### src/rtl/sbc_pkg.sv
// shared types and constants for the source bracket syntax checker
package sbc_pkg;

    // default sizes of the depth counters and the line counter
    localparam int DEPTH_BITS_DEF = 8;
    localparam int LINE_BITS_DEF  = 16;

    // width of the reported line field
    localparam int ERR_LINE_W = 16;

    // scan mode codes
    localparam logic [1:0] MODE_NORMAL = 2'd0;
    localparam logic [1:0] MODE_F      = 2'd1;
    localparam logic [1:0] MODE_FO     = 2'd2;
    localparam logic [1:0] MODE_HEADER = 2'd3;

    // error kind codes
    localparam logic [1:0] KIND_PAREN = 2'd0;
    localparam logic [1:0] KIND_BRACE = 2'd1;
    localparam logic [1:0] KIND_FOR   = 2'd2;

    // character codes
    localparam logic [7:0] CHAR_NL     = 8'h0A;
    localparam logic [7:0] CHAR_LPAREN = 8'h28;
    localparam logic [7:0] CHAR_RPAREN = 8'h29;
    localparam logic [7:0] CHAR_LBRACE = 8'h7B;
    localparam logic [7:0] CHAR_RBRACE = 8'h7D;
    localparam logic [7:0] CHAR_SEMI   = 8'h3B;
    localparam logic [7:0] CHAR_F      = 8'h66;
    localparam logic [7:0] CHAR_O      = 8'h6F;
    localparam logic [7:0] CHAR_R      = 8'h72;

    // semicolons a well formed for header holds, and the saturation point
    localparam logic [1:0] SEMI_GOOD = 2'd2;
    localparam logic [1:0] SEMI_MAX  = 2'd3;

    // result of one scan step
    typedef struct packed {
        logic                  err;
        logic [1:0]            kind;
        logic [ERR_LINE_W-1:0] line;
    } t_scan_result;

endpackage

### src/rtl/sbc_scan_core.sv
// scan state registers and the per-beat next-state and error logic
module sbc_scan_core
    import sbc_pkg::*;
#(
    parameter int DEPTH_BITS = DEPTH_BITS_DEF,
    parameter int LINE_BITS  = LINE_BITS_DEF
) (
    input  logic         i_clk,
    input  logic         i_rst_n,
    input  logic         i_step,
    input  logic [7:0]   i_byte,
    output t_scan_result o_result
);

    logic [1:0]            r_mode,  n_mode;
    logic [DEPTH_BITS-1:0] r_paren, n_paren;
    logic [DEPTH_BITS-1:0] r_brace, n_brace;
    logic [LINE_BITS-1:0]  r_line,  n_line;
    logic [1:0]            r_semi,  n_semi;

    logic [LINE_BITS-1:0]  line_inc;
    logic [31:0]           line_wide;
    logic                  do_normal;

    // saturating line increment and the line as reported
    assign line_inc  = (r_line != {LINE_BITS{1'b1}}) ? r_line + 1'b1 : r_line;
    assign line_wide = 32'(r_line);

    // byte is handled as normal text, also when it breaks a keyword match
    assign do_normal = (r_mode == MODE_NORMAL)
                    || ((r_mode == MODE_F)  && (i_byte != CHAR_O))
                    || ((r_mode == MODE_FO) && (i_byte != CHAR_R));

    // next state and error
    always_comb begin
        n_mode  = r_mode;
        n_paren = r_paren;
        n_brace = r_brace;
        n_line  = r_line;
        n_semi  = r_semi;
        o_result.err  = 1'b0;
        o_result.kind = KIND_PAREN;
        o_result.line = (line_wide > 32'h0000_FFFF) ? {ERR_LINE_W{1'b1}}
                                                    : line_wide[ERR_LINE_W-1:0];

        // keyword match and header mode
        case (r_mode)
            MODE_HEADER: begin
                if (i_byte == CHAR_NL) begin
                    n_line = line_inc;
                end else if (i_byte == CHAR_SEMI) begin
                    if (r_semi != SEMI_MAX) begin
                        n_semi = r_semi + 2'd1;
                    end
                end else if (i_byte == CHAR_RPAREN) begin
                    o_result.err  = (r_semi != SEMI_GOOD);
                    o_result.kind = KIND_FOR;
                    n_semi        = 2'd0;
                    n_mode        = MODE_NORMAL;
                end
            end
            MODE_F: begin
                if (i_byte == CHAR_O) begin
                    n_mode = MODE_FO;
                end
            end
            MODE_FO: begin
                if (i_byte == CHAR_R) begin
                    n_mode = MODE_HEADER;
                    n_semi = 2'd0;
                end
            end
            default: begin
            end
        endcase

        // normal scanning: lines and bracket depths
        if (do_normal) begin
            if (i_byte == CHAR_NL) begin
                n_line = line_inc;
            end
            if (i_byte == CHAR_LPAREN) begin
                if (r_paren != {DEPTH_BITS{1'b1}}) begin
                    n_paren = r_paren + 1'b1;
                end
            end else if (i_byte == CHAR_RPAREN) begin
                if (r_paren == '0) begin
                    o_result.err  = 1'b1;
                    o_result.kind = KIND_PAREN;
                end else begin
                    n_paren = r_paren - 1'b1;
                end
            end else if (i_byte == CHAR_LBRACE) begin
                if (r_brace != {DEPTH_BITS{1'b1}}) begin
                    n_brace = r_brace + 1'b1;
                end
            end else if (i_byte == CHAR_RBRACE) begin
                if (r_brace == '0) begin
                    o_result.err  = 1'b1;
                    o_result.kind = KIND_BRACE;
                end else begin
                    n_brace = r_brace - 1'b1;
                end
            end
            n_mode = (i_byte == CHAR_F) ? MODE_F : MODE_NORMAL;
        end
    end

    // state registers, updated once per processed beat
    always_ff @(posedge i_clk) begin
        if (!i_rst_n) begin
            r_mode  <= MODE_NORMAL;
            r_paren <= '0;
            r_brace <= '0;
            r_line  <= LINE_BITS'(1);
            r_semi  <= 2'd0;
        end else if (i_step) begin
            r_mode  <= n_mode;
            r_paren <= n_paren;
            r_brace <= n_brace;
            r_line  <= n_line;
            r_semi  <= n_semi;
        end
    end

endmodule

### config.mk
export PLATFORM = sky130hd
export DESIGN_NAME = sbc_scan_core
export DESIGN_NICKNAME = d
export VERILOG_FILES = /design/src/rtl/sbc_pkg.sv /design/src/rtl/sbc_scan_core.sv
export SDC_FILE = /design/constraint.sdc
export NUM_CORES = 1
export LEC_CHECK = 0
export BUFFER_PORTS_ARGS = -buffer_cell sky130_fd_sc_hd__buf_2
export CAP_MARGIN = 15
export CORE_ASPECT_RATIO = 1.75
export CORE_MARGIN = 2
export CORE_UTILIZATION = 50
export DETAILED_ROUTE_END_ITERATION = 10
export HOLD_SLACK_MARGIN = 0.06
export PLACE_DENSITY = 0.72
export SYNTH_ARGS = -nofsm -noshare
export SYNTH_HDL_FRONTEND = slang
export SYNTH_SLANG_ARGS = --single-unit
### constraint.sdc
create_clock -name i_clk -period 10.8 [get_ports i_clk]
set_clock_uncertainty 0.1 [all_clocks]
set_input_delay 2.7 -clock i_clk [delete_from_list [all_inputs] [get_ports i_clk]]
set_output_delay 2.7 -clock i_clk [all_outputs]
set_load 0.005 [all_outputs]
Word level (Yosys, flattened, before mapping)
Cells that the tools add are included.

cells by class
  order comparisons = 1
  $add $sub $neg = 6
  muxes and demuxes = 38
  bitwise operators = 2
  equality and inequality tests = 32
  reduce and logical (&&, ||, !) cells = 15

operator list
  operator               number
  $mux 16                6
  $mux 8                 8
  $eq 8x7->1 const B     5
  $mux 3                 11
  $eq 8x6->1 const B     3
  $mux 2                 10
  $add 16x1->16 const B  1
  $add 8x1->8 const B    2
  $gt 16x16->1 const B   1
  $logic_not 8->1        2
  $ne 16x16->1 const B   1
  $ne 8x7->1 const B     2
  $ne 8x8->1 const B     2
  $sub 8x1->8 const B    2
  $ne 3x3->1 const B     5
  $reduce_and 7->1       2
  $ne 2x2->1 const B     5
  $eq 8x4->1 const B     1
  $ne 2x1->1 const B     3
  $ne 3x2->1 const B     2
  $pmux 2 s3             1
  $reduce_and 6->1       1
  $reduce_bool 2->1      3
  $reduce_and 5->1       1
  other kinds (10)       14

storage, ports and cells
  input bits = 11
  word-level logic and storage cells = 99
  bits in registers = 36

Depth between registers and ports, before layout
  word-level depth = 11
  gate-level depth with buffers = 10
  depth with buffers taken out = 9

Least setup slack after synthesis
Ideal clock, no wire load.

  path kind = input-to-output
  start = input i_byte[3]
  end = output o_result[18] (netlist bit)
  slack = 4.117 ns
  path buffers = 1
  arrival time = 3.883 ns
  data required time = 8.000 ns
  cell stages on the path = 5
  cell sequence = buf_2 o41a_4 nor2_2 nor4_1 a21o_1

RTL lines
  item         line                 RTL
  from (decl)  sbc_scan_core.sv:11  input logic [7:0] i_byte,
  to (decl)    sbc_scan_core.sv:12  output t_scan_result o_result

==> flow_summary.json <==
{
  "status": "complete, no violations",
  "grt_max_degree": 32,
  "cts_max_level": 2,
  "io_buffers": 29,
  "p_sw_uw": 66.3,
  "finalNetCount": 405,
  "cp_common_cell": "buf_2",
  "async_flop_share_pct": 0,
  "period_share_pct": 68.4,
  "boundaryPins": 30,
  "worst_setup_path_end_kind": "output pin",
  "crit_type": "input port to output pin",
  "drc": 0,
  "start_util_pct": 51.4,
  "first_iter_violations": 141,
  "clock.fmax_mhz": 135,
  "r2r_end": "r_brace[1]$_SDFFE_PN0P_",
  "slew_viol_final": 0,
  "dp.cells": 442,
  "dieHeight_um": 104,
  "cpMaxStageDelayCell": "o31ai_1",
  "setup_viol": 0,
  "finalSetupTns_ns": 0,
  "relSlewSlack_pct": 48.5,
  "vdd_drop_max_uv": 63.1,
  "synth_area_um2": 2850,
  "grt_pass1_vias": 2647,
  "tightest_slew_ns": 0.772,
  "antenna_left": 0,
  "fin_cells": 450,
  "ys.flop_type": "dfxtp_1",
  "wl_per_cell_um": 16.3,
  "finalWirelength_um": 7350,
  "yosysWarnings": 0,
  "holdBufCountCts": 0,
  "grt_usage_pct": 23.9,
  "hp-class": "flop to flop",
  "required_ns": 8.00,
  "fp.dieW_um": 61.1,
  "power.internal_uw": 183,
  "drive_gt1_share_pct": 14.4,
  "cts_buffer_depth": 2,
  "hold_path_end": "r_semi[1]$_SDFFE_PN0P_",
  "firstDrtPassIters": 4,
  "min_from": "r_semi[1]$_SDFFE_PN0P_",
  "rrSetupSlack_ns": 8.41,
  "p_seq_share_pct": 53.3,
  "design_area_um2": 3130,
  "via_count": 2840,
  "cts_resized": 0,
  "max_stage_delay_ns": 0.47,
  "hold_viol": 0,
  "cts_tree": "yes",
  "root_buffer": "clkbuf_8",
  "numCtsBuffers": 5,
  "final_util_pct": 56.5,
  "ys_seq_area_share_pct": 25.3,
  "syn_inst": 348,
  "clk_pin_slew_ns": 0.08,
  "rsz0062_at_grt": "false",
  "cap_violations": 0,
  "cp_num_buf_inv": 2,
  "place_hpwl_um": 5680,
  "synth-seq-cells": 36,
  "synth_edf_count": 0,
  "avgSynthCellArea_um2": 8.19,
  "post-cts-setup-buffers": 0,
  "combPwrFrac_pct": 6.8,
  "path_cells": "buf_2 -> nand4b_1 -> o31ai_1 -> nand2_1 -> o2bb2ai_1 -> a21o_1 -> buf_2",
  "place_area_um2": 3040,
  "syn_nets": 380,
  "antennaDiodeCount": 0,
  "vias_per_cell": 6.31,
  "dieArea_um2": 6340,
  "clkPwrFrac_pct": 39.9,
  "place_congestion": 0.885,
  "period_minus_slack_ns": 7.39,
  "grt_overflow_total": 0,
  "reg2reg_depth": 7,
  "cts_sinks": 36,
  "fp-row-count": 36,
  "ys_types": 63,
  "area_growth_pct": 9.88,
  "p_leak_nw": 1.14,
  "antenna_found_initial": 0,
  "hold_depth": 2,
  "total_power_uw": 249,
  "grt_pass1_wl_um": 11900,
  "arrival_ns": 4.59,
  "p_per_area_nw_per_um2": 79.6,
  "p_sw_share_pct": 26.6,
  "r2r-start": "r_mode[0]$_SDFFE_PN0P_",
  "cp_top_family": "compound AO/OA/AOI/OAI gates",
  "coreArea_um2": 5540,
  "cp_max_fo": 16,
  "worst_setup_path_start_kind": "input port",
  "clkLatencyLatePin_ns": 0.30
}
==> logic make-up after synthesis <==
family,after synthesis,synth area share [%]
adder cells (fa/ha/maj),21,9.75
XOR/XNOR,4,1.23
multiplexers,11,3.91
AO/OA/AOI/OAI,93,24.0
buffers and inverters,33,4.66
flip-flops,36,25.3
AND/OR/NAND/NOR,150,31.2
==> routing by layer <==
| layer | GRT usage, % | up-vias | part of all wire (%) |
|---|---|---|---|
| met5 | 0 | - | 0 |
| met4 | 12.0 | 0 | 3.8 |
| met3 | 4.73 | 21 | 4.2 |
| met2 | 43.5 | 82 | 54 |
| met1 | 23.7 | 1348 | 38 |
| li1 | - | 1389 | - |
==> layout make-up <==
class,count,area (um2)
well taps,76,95.1
flip-flops and latches,36,721
fillers,560,2410
repair buffers,30,153
clock buffers,5,68.8
inverters,21,78.8
clock inverters,3,18.8
multi-input cells,279,2000
==> worst max-delay path by stage <==
stage                          from      endpoint  cells after the start
final                     i_byte[4]  o_result[18]                      7
after global routing      i_byte[0]  o_result[18]                      7
after CTS                 i_byte[4]  o_result[18]                      7
after detailed placement  i_byte[4]  o_result[18]                      7
after global placement    i_byte[7]  o_result[18]                      7
after floorplan           i_byte[3]  o_result[18]                      5
==> worst reg2reg max path, stage by stage, from the launching register on <==
cell and delay [ns]:
dfxtp_1 0.36, inv_1 0.09, ha_1 0.21, nand3b_1 0.19, o31a_1 0.38, nor2_2 0.50, nor2_1 0.18, a211oi_1 0.28
==> power groups by stage <==
stage                     Clock (mW)  Sequential (mW)  Combinational [mW]
final                         0.0994            0.133              0.0170
after global routing           0.107            0.133              0.0186
after CTS                      0.100            0.133              0.0167
after detailed placement           0            0.136              0.0167
after global placement             0            0.136              0.0163
after floorplan                    0            0.136              0.0105
==> through the flow <==
step,setup WS (ns),hold slack (ns)
after floorplan,4.12,0.352
after global placement,3.47,0.370
after detailed placement,3.44,0.383
after CTS,3.43,0.395
after global routing,3.27,0.421
final,3.41,0.392
==> registers in the layout, summed over array words and instances (netlist names) <==
| signal | flops |
|---|---|
| r_line | 16 |
| r_brace | 8 |
| r_semi | 2 |
| r_mode | 2 |
| r_paren | 8 |
==> cell usage after synthesis (all sizes together) (4+ instances only) <==
cell	count	area share (%)
nand4	9	2.0
or3	6	1.3
dfxtp	36	25
o2111ai	7	2.2
nor4	13	3.3
o31ai	6	2.1
nor4b	4	1.4
a211oi	4	1.4
or4	5	1.3
nand2	27	3.6
nand3b	4	1.1
ha	19	8.3
xor2	4	1.2
nand4b	4	1.8
nand2b	11	2.4
nor3	9	1.8
inv	21	2.8
buf	5	0.97
a21oi	26	4.6
clkbuf	7	0.92
mux2i	10	3.5
nand3	24	4.2
o21ai	21	3.7
nor2	17	2.3
==> placed cells by master (no fill, tap or decap), types with 6 or more instances in the layout <==
cell / Yosys / routed
nand2b_1: 11 / 11
inv_1: 21 / 21
nand3_1: 24 / 24
ha_1: 19 / 19
nor2_1: 16 / 16
nor4_1: 11 / 11
nand2_1: 27 / 27
buf_2: 4 / 29
a21oi_1: 26 / 26
o21ai_0: 17 / 17
dfxtp_1: 36 / 36
nand4_1: 9 / 9
or3_1: 6 / 6
o2111ai_1: 7 / 7
nor3_1: 8 / 8
mux2i_1: 10 / 10
No activity file was read; power rests on OpenSTA's default activity.
